==> src/hdl/dmdr_pkg.sv <==
// ----------------------------------------------------------------------------
// dmdr_pkg
// Widths, register map, reset values and command codes of the duty ramp.
// ----------------------------------------------------------------------------
package dmdr_pkg;

	localparam int DUTY_BITS_DEF = 8;
	localparam int DUTY_OUT_W    = 8;
	localparam int CFG_W         = 8;
	localparam int CMD_W         = 3;
	localparam int SPEED_W       = 16;
	localparam int PDATA_W       = 32;
	localparam int PADDR_W       = 3;
	localparam int REG_IDX_W     = 1;

	localparam logic [CFG_W-1:0] FLOOR_RST = 8'd0;
	localparam logic [CFG_W-1:0] LIMIT_RST = 8'd255;

	typedef enum logic [REG_IDX_W-1:0] {
		REG_FLOOR = 1'b0,
		REG_LIMIT = 1'b1
	} reg_idx_t;

	typedef enum logic [CMD_W-1:0] {
		CMD_TICK  = 3'd0,
		CMD_STOP  = 3'd1,
		CMD_BOTH  = 3'd2,
		CMD_LEFT  = 3'd3,
		CMD_RIGHT = 3'd4
	} cmd_t;

endpackage

==> src/hdl/dmdr_if.sv <==
// ----------------------------------------------------------------------------
// dmdr_if
// Valid/ready channels of the duty ramp: command items in, duty items out.
// ----------------------------------------------------------------------------
interface dmdr_cmd_if;
	logic                                   valid;
	logic                                   ready;
	logic [dmdr_pkg::CMD_W-1:0]             command;
	logic signed [dmdr_pkg::SPEED_W-1:0]    speed;

	modport source (output valid, command, speed, input ready);
	modport sink (input valid, command, speed, output ready);
endinterface

interface dmdr_duty_if;
	logic                                   valid;
	logic                                   ready;
	logic [dmdr_pkg::DUTY_OUT_W-1:0]        duty_a;
	logic [dmdr_pkg::DUTY_OUT_W-1:0]        duty_b;
	logic                                   busy_res;
	logic                                   rejected;

	modport source (output valid, duty_a, duty_b, busy_res, rejected, input ready);
	modport sink (input valid, duty_a, duty_b, busy_res, rejected, output ready);
endinterface

==> src/hdl/dual_motor_duty_ramp.sv <==
// ----------------------------------------------------------------------------
// dual_motor_duty_ramp
// Two-channel PWM duty ramp with slew limiting and turn sequencing.
// ----------------------------------------------------------------------------
// Usage:
//   cmd  : valid/ready input channel; each item is a tick or a command
//          (stop, both to speed, turn left, turn right) with a signed speed.
//   duty : valid/ready output channel; exactly one item per input item with
//          both duties, the busy flag and the rejected flag.
//   APB  : duty_floor at 0x0, duty_limit at 0x4; write only while idle.
//   Flow: the accepting edge loads the input register, and the item moves
//          on into the result register once that is empty or being read;
//          output valid comes from the result register.
//          Throughput: one item per cycle while the receiver keeps taking results;
//          the step, saturation and done check all sit between those two registers.
//   The input stays ready while a finished result waits, as long as the
//   input register is free; a stalled receiver holds the result register
//   and backs up the input after one more item.
//   Reset: duties, target and ramp mode clear to zero / idle, floor to 0,
//   limit to 255, both channels empty.
// ----------------------------------------------------------------------------
module dual_motor_duty_ramp #(
	parameter int DUTY_BITS = dmdr_pkg::DUTY_BITS_DEF
) (
	input  logic                          clk,
	input  logic                          arst_n,
	dmdr_cmd_if.sink                      cmd,
	dmdr_duty_if.source                   duty,
	input  logic                          psel,
	input  logic                          penable,
	input  logic                          pwrite,
	input  logic [dmdr_pkg::PADDR_W-1:0]  paddr,
	input  logic [dmdr_pkg::PDATA_W-1:0]  pwdata,
	output logic [dmdr_pkg::PDATA_W-1:0]  prdata,
	output logic                          pready
);

	typedef enum logic [1:0] {
		MODE_IDLE  = 2'd0,
		MODE_BOTH  = 2'd1,
		MODE_LEFT  = 2'd2,
		MODE_RIGHT = 2'd3
	} mode_t;

	localparam int SW = dmdr_pkg::SPEED_W;
	localparam int CW = dmdr_pkg::CFG_W;

	// configuration
	logic [CW-1:0]                   floor_q;
	logic [CW-1:0]                   limit_q;
	logic                            cfg_wr;
	dmdr_pkg::reg_idx_t              cfg_idx;

	// input register
	logic                            valid_s1;
	logic [dmdr_pkg::CMD_W-1:0]      command_s1;
	logic signed [SW-1:0]            speed_s1;

	// ramp state
	logic [DUTY_BITS-1:0]            duty_a_q;
	logic [DUTY_BITS-1:0]            duty_b_q;
	logic [DUTY_BITS-1:0]            target_q;
	mode_t                           mode_q;

	// result register
	logic                            out_valid_q;
	logic [dmdr_pkg::DUTY_OUT_W-1:0] out_a_q;
	logic [dmdr_pkg::DUTY_OUT_W-1:0] out_b_q;
	logic                            out_busy_q;
	logic                            out_rej_q;

	logic                            accept;
	logic                            advance;
	logic [CW-1:0]                   sat;
	logic [DUTY_BITS-1:0]            a_n;
	logic [DUTY_BITS-1:0]            b_n;
	logic [DUTY_BITS-1:0]            t_n;
	mode_t                           m_n;
	mode_t                           m_cmd;
	logic                            rej_n;
	logic                            done_n;

	function automatic logic [DUTY_BITS-1:0] step_toward(
		input logic [DUTY_BITS-1:0] cur,
		input logic [DUTY_BITS-1:0] tgt
	);
		logic [DUTY_BITS-1:0] res;
		res = cur;
		if (cur < tgt) begin
			res = cur + DUTY_BITS'(1);
		end else if (cur > tgt) begin
			res = cur - DUTY_BITS'(1);
		end
		return res;
	endfunction

	// APB
	assign pready  = 1'b1;
	assign cfg_wr  = psel && penable && pwrite && pready;
	assign cfg_idx = dmdr_pkg::reg_idx_t'(paddr[dmdr_pkg::PADDR_W-1:2]);

	always_comb begin
		unique case (cfg_idx)
			dmdr_pkg::REG_FLOOR: prdata = dmdr_pkg::PDATA_W'(floor_q);
			dmdr_pkg::REG_LIMIT: prdata = dmdr_pkg::PDATA_W'(limit_q);
			default:             prdata = '0;
		endcase
	end

	// handshake
	assign advance   = valid_s1 && (!out_valid_q || duty.ready);
	assign cmd.ready = !valid_s1 || advance;
	assign accept    = cmd.valid && cmd.ready;

	assign duty.valid    = out_valid_q;
	assign duty.duty_a   = out_a_q;
	assign duty.duty_b   = out_b_q;
	assign duty.busy_res = out_busy_q;
	assign duty.rejected = out_rej_q;

	// saturate speed: floor tested first
	always_comb begin
		if (speed_s1 < $signed({{(SW-CW){1'b0}}, floor_q})) begin
			sat = floor_q;
		end else if (speed_s1 > $signed({{(SW-CW){1'b0}}, limit_q})) begin
			sat = limit_q;
		end else begin
			sat = speed_s1[CW-1:0];
		end
	end

	always_comb begin
		unique case (command_s1)
			dmdr_pkg::CMD_LEFT:  m_cmd = MODE_LEFT;
			dmdr_pkg::CMD_RIGHT: m_cmd = MODE_RIGHT;
			default:             m_cmd = MODE_BOTH;
		endcase
	end

	// next ramp state for the item in the input register
	always_comb begin
		a_n   = duty_a_q;
		b_n   = duty_b_q;
		t_n   = target_q;
		m_n   = mode_q;
		rej_n = 1'b0;
		case (command_s1) inside
			dmdr_pkg::CMD_TICK: begin
				case (mode_q)
					MODE_BOTH: begin
						a_n = step_toward(duty_a_q, target_q);
						b_n = step_toward(duty_b_q, target_q);
					end
					MODE_LEFT: begin
						if (duty_a_q != '0) begin
							a_n = duty_a_q - DUTY_BITS'(1);
						end else begin
							b_n = step_toward(duty_b_q, target_q);
						end
					end
					MODE_RIGHT: begin
						if (duty_b_q != '0) begin
							b_n = duty_b_q - DUTY_BITS'(1);
						end else begin
							a_n = step_toward(duty_a_q, target_q);
						end
					end
					default: ;
				endcase
			end
			dmdr_pkg::CMD_STOP: begin
				if (mode_q != MODE_IDLE) begin
					rej_n = 1'b1;
				end else begin
					t_n = '0;
					m_n = MODE_BOTH;
				end
			end
			dmdr_pkg::CMD_BOTH, dmdr_pkg::CMD_LEFT, dmdr_pkg::CMD_RIGHT: begin
				if (mode_q != MODE_IDLE) begin
					rej_n = 1'b1;
				end else begin
					t_n = DUTY_BITS'(sat);
					m_n = m_cmd;
				end
			end
			default: ;
		endcase

		case (m_n)
			MODE_BOTH:  done_n = (a_n == t_n) && (b_n == t_n);
			MODE_LEFT:  done_n = (a_n == '0) && (b_n == t_n);
			MODE_RIGHT: done_n = (b_n == '0) && (a_n == t_n);
			default:    done_n = 1'b1;
		endcase
		if (done_n) begin
			m_n = MODE_IDLE;
		end
	end

	always_ff @(posedge clk or negedge arst_n) begin
		if (!arst_n) begin
			floor_q     <= dmdr_pkg::FLOOR_RST;
			limit_q     <= dmdr_pkg::LIMIT_RST;
			valid_s1    <= 1'b0;
			command_s1  <= '0;
			speed_s1    <= '0;
			duty_a_q    <= '0;
			duty_b_q    <= '0;
			target_q    <= '0;
			mode_q      <= MODE_IDLE;
			out_valid_q <= 1'b0;
			out_a_q     <= '0;
			out_b_q     <= '0;
			out_busy_q  <= 1'b0;
			out_rej_q   <= 1'b0;
		end else begin
			if (cfg_wr) begin
				case (cfg_idx)
					dmdr_pkg::REG_FLOOR: floor_q <= pwdata[CW-1:0];
					dmdr_pkg::REG_LIMIT: limit_q <= pwdata[CW-1:0];
					default: ;
				endcase
			end

			if (accept) begin
				valid_s1   <= 1'b1;
				command_s1 <= cmd.command;
				speed_s1   <= cmd.speed;
			end else if (advance) begin
				valid_s1 <= 1'b0;
			end

			if (advance) begin
				duty_a_q    <= a_n;
				duty_b_q    <= b_n;
				target_q    <= t_n;
				mode_q      <= m_n;
				out_valid_q <= 1'b1;
				out_a_q     <= dmdr_pkg::DUTY_OUT_W'(a_n);
				out_b_q     <= dmdr_pkg::DUTY_OUT_W'(b_n);
				out_busy_q  <= (m_n != MODE_IDLE);
				out_rej_q   <= rej_n;
			end else if (duty.ready) begin
				// drop the delivered item
				out_valid_q <= 1'b0;
			end
		end
	end

endmodule

==> src/flat_wrapper.sv <==
// flat-port wrapper written by rule: the top's interface ports become plain ports
module dual_motor_duty_ramp_flat 
#(
	parameter int DUTY_BITS = dmdr_pkg::DUTY_BITS_DEF
)
  (clk, arst_n, psel, penable, pwrite, paddr, pwdata, prdata, pready, cmd_valid, cmd_command, cmd_speed, cmd_ready, duty_valid, duty_duty_a, duty_duty_b, duty_busy_res, duty_rejected, duty_ready);
  dmdr_cmd_if cmd_i ();
  dmdr_duty_if duty_i ();
  input  logic clk;
  input  logic arst_n;
  input  logic psel;
  input  logic penable;
  input  logic pwrite;
  input  logic [dmdr_pkg::PADDR_W-1:0] paddr;
  input  logic [dmdr_pkg::PDATA_W-1:0] pwdata;
  output logic [dmdr_pkg::PDATA_W-1:0] prdata;
  output logic pready;
  input wire logic [$bits(cmd_i.valid)-1:0] cmd_valid;
  input wire logic [$bits(cmd_i.command)-1:0] cmd_command;
  input wire logic [$bits(cmd_i.speed)-1:0] cmd_speed;
  output wire logic [$bits(cmd_i.ready)-1:0] cmd_ready;
  output wire logic [$bits(duty_i.valid)-1:0] duty_valid;
  output wire logic [$bits(duty_i.duty_a)-1:0] duty_duty_a;
  output wire logic [$bits(duty_i.duty_b)-1:0] duty_duty_b;
  output wire logic [$bits(duty_i.busy_res)-1:0] duty_busy_res;
  output wire logic [$bits(duty_i.rejected)-1:0] duty_rejected;
  input wire logic [$bits(duty_i.ready)-1:0] duty_ready;
  assign cmd_i.valid = cmd_valid;
  assign cmd_i.command = cmd_command;
  assign cmd_i.speed = cmd_speed;
  assign cmd_ready = cmd_i.ready;
  assign duty_valid = duty_i.valid;
  assign duty_duty_a = duty_i.duty_a;
  assign duty_duty_b = duty_i.duty_b;
  assign duty_busy_res = duty_i.busy_res;
  assign duty_rejected = duty_i.rejected;
  assign duty_i.ready = duty_ready;
  dual_motor_duty_ramp #(.DUTY_BITS(DUTY_BITS)) u_core (.clk(clk), .arst_n(arst_n), .cmd(cmd_i), .duty(duty_i), .psel(psel), .penable(penable), .pwrite(pwrite), .paddr(paddr), .pwdata(pwdata), .prdata(prdata), .pready(pready));
endmodule
==> config.mk <==
export PLATFORM = sky130hd
export DESIGN_NAME = dual_motor_duty_ramp_flat
export DESIGN_NICKNAME = d
export VERILOG_FILES = /design/src/hdl/dmdr_pkg.sv /design/src/hdl/dmdr_if.sv /design/src/hdl/dual_motor_duty_ramp.sv /design/src/flat_wrapper.sv
export SDC_FILE = /design/constraint.sdc
export NUM_CORES = 1
export LEC_CHECK = 0
export BUFFER_PORTS_ARGS = -buffer_cell sky130_fd_sc_hd__buf_4
export CORE_MARGIN = 2
export CORE_UTILIZATION = 56
export CTS_CLUSTER_DIAMETER = 60
export DETAILED_ROUTE_END_ITERATION = 10
export HOLD_SLACK_MARGIN = 0.06
export PLACE_DENSITY_LB_ADDON = 0.08
export SYNTH_ARGS = -nofsm -noshare
export SYNTH_HDL_FRONTEND = slang
export SYNTH_SLANG_ARGS = --single-unit
==> constraint.sdc <==
create_clock -name clk -period 3.76 [get_ports clk]
set_clock_uncertainty 0.15 [all_clocks]
set_input_delay 0.564 -clock clk [delete_from_list [all_inputs] [get_ports clk]]
set_output_delay 0.564 -clock clk [all_outputs]
set_load 0.005 [all_outputs]
# Word-level counts from Yosys, hierarchy flattened
# Cells that the tools add are included.
# word_totals
output_inout_bits	53
register_bits	65
in_bits	61
# classes
magnitude_cmp	6
reduce_logical	23
bitwise	1
add_sub_neg	4
muxes	36
eq_ne	12
# op_table
op	n
two-way mux 8 bit	17
case mux 32 bit (2 select lines)	1
case mux 8 bit (3 select lines)	2
adder 8 x 1 -> 8 bit, second input constant	2
equality test 8 bit	2
> comparator 16 x 9 -> 1 bit	1
> comparator 8 bit	2
logical NOT 8 bit	2
< comparator 16 x 9 -> 1 bit	1
< comparator 8 bit	2
nonzero test 8 bit	2
subtractor 8 x 1 -> 8 bit, second input constant	2
two-way mux 2 bit	6
equality test 2 bit, second input constant	4
two-way mux 1 bit	8
nonzero test 2 bit	4
logical AND 1 bit	7
equality test 3 x 2 -> 1 bit, second input constant	2
equality test 2 x 1 -> 1 bit, second input constant	2
case mux 2 bit (2 select lines)	1
AND reduction 2 bit	2
equality test 3 x 1 -> 1 bit, second input constant	1
equality test 3 bit, second input constant	1
logical NOT 3 bit	1
other kinds (5)	7

# Longest topological paths before layout
# logic_depth
word_depth	12
depth_mapped	15
depth_no_buf	13

# Worst setup path after synthesis
# Ideal clock, no wire load.
# synth_path
path_kind	register -> register
startpoint	register u_core.limit_q[1]
endpoint	register u_core.out_busy_q, in the netlist u_core.duty.busy_res
slack_ps	406
period_less_slack_ps	3354
arrival_time_ps	3078
path_stages_with_launch	14
t_required_ps	3484
setup_time_ps	126
cell_sequence	dfstp_2 > inv_1 > ha_1 > nor2b_1 > o211ai_1 > a21oi_2 > o31ai_4 > mux2i_1 > o21ai_0 > xor2_1 > nor4_1 > nand3_1 > o22a_1 > a221o_1
# synth_via
elab_chain_cells	12
word_cells_on_any_way	15
cone_classes	order compare: 1; eq/ne: 2; mux: 8; reduce/logical: 4
# synth_rtl
item	line	source
from (decl)	dual_motor_duty_ramp.sv:50	logic [CW-1:0] limit_q;
from (signal assigned)	dual_motor_duty_ramp.sv:204	limit_q <= dmdr_pkg::LIMIT_RST;
from (signal assigned)	dual_motor_duty_ramp.sv:221	dmdr_pkg::REG_LIMIT: limit_q <= pwdata[CW-1:0];
> comparator 16 x 9 -> 1 bit	dual_motor_duty_ramp.sv:125	end else if (speed_s1 > $signed({{(SW-CW){1'b0}}, limit_q})) begin
two-way mux 8 bit *	dual_motor_duty_ramp.sv:125	
two-way mux 8 bit *	dual_motor_duty_ramp.sv:123	if (speed_s1 < $signed({{(SW-CW){1'b0}}, floor_q})) begin
two-way mux 8 bit *	dual_motor_duty_ramp.sv:180	if (mode_q != MODE_IDLE) begin
two-way mux 8 bit * (3 in a row)	dual_motor_duty_ramp.sv:147	case (command_s1) inside
equality test 8 bit (on tied branches)	dual_motor_duty_ramp.sv:191, dual_motor_duty_ramp.sv:193, dual_motor_duty_ramp.sv:192	
logical AND 1 bit (on tied branches)	dual_motor_duty_ramp.sv:193, dual_motor_duty_ramp.sv:191, dual_motor_duty_ramp.sv:192	
case mux 1 bit (3 select lines) *	dual_motor_duty_ramp.sv:190	case (m_n)
two-way mux 2 bit *	dual_motor_duty_ramp.sv:196	if (done_n) begin
nonzero test 2 bit *	dual_motor_duty_ramp.sv:242	out_busy_q <= (m_n != MODE_IDLE);
to (signal assigned)	dual_motor_duty_ramp.sv:242	
to (decl)	dual_motor_duty_ramp.sv:69	logic out_busy_q;
# Mark *: on every way between the ends. The rest lies on a longest branch, timed or not.
# A chain may end at the register's enable or synchronous reset.

# Final worst setup path
# layout_path
startpoint	register u_core.limit_q[5]
endpoint	register u_core.out_busy_q, in the netlist u_core.duty.busy_res
# Same word-level chain as after synthesis.

==> metrics.csv <==
stage;metric;value;unit
timing;Tightest Pin Transition;0.8907;ns
timing;fin crit period;3.574;ns
timing;Worst slew margin;0.4047;
placed_design;dpl hpwl;11150;µm
status;status;complete, no violations;
power;maximum vdd drop;378.9;µV
synthesis;Cell Area, Synth;5428;µm²
routing;Post-DRT Antenna Nets;0;
cells_and_area;Nets;796;
worst_setup_path;CP Data Arrival Time;3.66;ns
routing;DRC Markers;0;
cells_and_area;# diodes;0;
routing;drt first pass iters;7;
clocking;Clock Sinks;65;
worst_setup_path;required arrival time at the worst endpoint;3.84;ns
clocking;hold_buf cts;0;
cells_and_area;number of fill cells;749;
synthesis;EDFF count, synth;0;
clocking;Root Buffer;clkbuf_8;
synthesis;register area share after synthesis;0.3015;
synthesis;Synth area leaders;dfrtp_1 (26%), mux2_2 (8.5%), ha_1 (8.3%), o21ai_0 (4.2%), dfstp_2 (3.9%);
synthesis;asr flop ratio synth;1.000;
cells_and_area;Non-Filler Instances;833;
global_route;largest net degree at the start of global routing;66;
routing;drt initial violations;279;
floorplanning;Rows;35;
global_route;first-pass GRT wire length;23230;µm
floorplanning;die area;10500;µm²
synthesis;share of the synthesized area in the top cell type;0.2628;
global_route;vias in the first global route;4648;
routing;via count;4916;
floorplanning;CORE AREA;9328;µm²
clocking;CTS clk-pin slew, worst paths;0.08;ns
worst_setup_path;CP Capture Type;register;
worst_setup_path;Max FO, Critical Path;4;
timing;setup TNS;0;ns
cells_and_area;share of layout cells above drive strength 1;0.2869;
cells_and_area;commonest cells after routing, fill and taps aside;buf_4 (99), dfrtp_1 (57), nand2_1 (50);
synthesis;Synth Register Bits;65;
cells_and_area;commonest non-fill, non-tap cell in the layout;buf_4;
clocking;H-tree depth;3;
synthesis;Gate Count Post-Synth;616;
synthesis;Mapped Avg Cell Area;8.811;µm²
timing;final critical-path share of the clock period;0.9505;
global_route;GRT overflow;0;
cells_and_area;synthesis-to-finish area growth;17.31;%
global_route;GRT Resource Usage Total;0.2852;
floorplanning;die span in y;102.5;µm
global_route;antenna violations before repair;0;
synthesis;Primary FF master, synth;dfrtp_1;
hold_path;Hold Path Class;in -> async;
power;leakage;2.852;nW
floorplanning;num ports;114;
clocking;CTS tree;yes;
clocking;clock latency on the worst-skew pair;0.34;ns
worst_setup_path;CP Class;reg -> reg;
clocking;maximum root-to-sink buffer count;2;
timing;RSZ-0062 raised after global routing;no;
timing;max-slew violations;0;
routing;vias per inst;5.902;
placed_design;RePlAce Congestion;0.9296;
cells_and_area;Finished Cell Area;6367;µm²
clocking;number of CTS-inserted buffers;9;
placed_design;placed cells;816;
timing;final hold vios;0;
routing;Avg WL per Cell;17.13;µm
placed_design;Post-DP Area;6103;µm²
power;pwr dens;630.2;nW/µm²
timing;FMAX;0.2798;GHz
placed_design;Port Buf Inserts;62;
worst_setup_path;type of origin of the critical path;register;
synthesis;dominant cell type by area after synthesis;dfrtp_1;
run;max-cap violation count;0;
power;Final Power;4.012;mW
timing;final setup vio count;0;
floorplanning;Die X-Extent;102.5;µm
floorplanning;Initial Utilization;0.5819;
synthesis;synth warn;0;
synthesis;Cell variety after synth;85;
routing;wirelength, routed;14270;µm
-- cell usage after synthesis, types with 7 or more instances --
cell type,instances
a21oi_1,36
a22oi_1,8
buf_4,25
clkbuf_1,19
dfrtp_1,57
dfstp_2,8
ha_1,36
inv_1,30
mux2_2,41
mux2i_1,11
nand2_1,50
nand2b_1,7
nand3_1,12
nand4_1,12
nor2_1,44
nor3_1,16
o21ai_0,46
o21ai_1,13
xnor2_1,11
xor2_1,9
-- state kept, by name, indices dropped and copies added, names as in the netlist --
register	flops
u_core.duty_a_q	8
u_core.valid_s1	1
u_core.command_s1	3
u_core.floor_q	8
u_core.duty.valid	1
u_core.target_q	8
u_core.speed_s1	16
u_core.limit_q	8
u_core.mode_q	2
u_core.duty_b_q	8
u_core.duty.busy_res	1
u_core.duty.rejected	1
-- stage by stage --
| step | setup WS [ns] | hold slack [ns] | util |
|---|---|---|---|
| finish | 0.1862 | 0.1524 | 0.6826 |
| global route | 0.0005986 | 0.2331 | 0.6826 |
| CTS | 0.08063 | 0.1893 | 0.6750 |
| detailed placement | 0.1157 | 0.3292 | 0.6543 |
| global placement | 0.1739 | 0.3137 | 0.6543 |
| floorplan | 0.4059 | 0.1184 | - |
-- where the power goes --
| group | internal (mW) | switching, mW | total, mW | leakage [nW] |
|---|---|---|---|---|
| sequential | 0.892 | 0.184 | 1.08 | 0.769 |
| combinational | 1.03 | 1.33 | 2.36 | 1.99 |
| clock | 0.295 | 0.278 | 0.573 | 0.0919 |
| total | 2.22 | 1.79 | 4.01 | 2.85 |
-- path summary, 6_finish.rpt --
kind,startpoint,to,slack [ns],depth (start not counted)
worst min register to register,u_core.valid_s1,u_core.duty.valid,0.35,1
worst max-delay path,u_core.limit_q[5],u_core.duty.busy_res,0.19,13
worst max register to register,u_core.limit_q[5],u_core.duty.busy_res,0.19,13
worst min-delay path,arst_n,u_core.floor_q[6],0.15,1
min in group clk,cmd_valid,u_core.valid_s1,0.27,2
max in group asynchronous,arst_n,u_core.command_s1[1],2.76,1
-- critical path, stage by stage, from the launching register on --
cell and delay (ns):
dfstp_2 0.57, inv_1 0.06, ha_1 0.30, a211oi_2 0.20, o211ai_2 0.13, o31ai_4 0.31
buf_4 0.19, mux2i_1 0.33, o21ai_4 0.12, xnor2_1 0.15, nor4b_2 0.27, nand3_1 0.16
o22a_1 0.20, a221o_1 0.32
-- routing by layer --
layer | vias to the layer above | global-route usage | wire length [µm]
met1 | 2284 | 0.3785 | 6000
met2 | 206 | 0.4736 | 7020
met4 | 0 | 0.1149 | 394
met3 | 41 | 0.03557 | 857
li1 | 2385 | - | -
met5 | - | 0 | 0
-- repair_timing --
action / CTS / global route
endpoints found under the hold margin: 0 / 0
endpoints found under the setup margin: 0 / 3
buffers inserted: 0 / 1
gates resized for setup: 0 / 14
-- cell type report --
type,count,area [µm²],share of cell area
sequential,65,1637,0.2570
multi-input combinational,494,3521,0.5530
timing repair buffer,99,743.2,0.1167
clock buffer,13,168.9,0.02653
tap,129,161.4,0.02535
inverter,30,112.6,0.01769
clock inverter,3,23.77,0.003734
-- logic make-up (layout without fill, tap and decap cells) --
| kind of cell | after synthesis | after routing | synth area share |
|---|---|---|---|
| simple gates | 189 | 189 | 0.1847 |
| fa+ha+maj | 36 | 36 | 0.08299 |
| compound gates | 172 | 172 | 0.2144 |
| flops | 65 | 65 | 0.3015 |
| buf+inv | 80 | 145 | 0.07745 |
| mux | 52 | 52 | 0.1053 |
| xor+xnor | 20 | 20 | 0.03227 |
| other cells | 2 | 25 | 0.001384 |
Power figures use the tool's default switching activity.
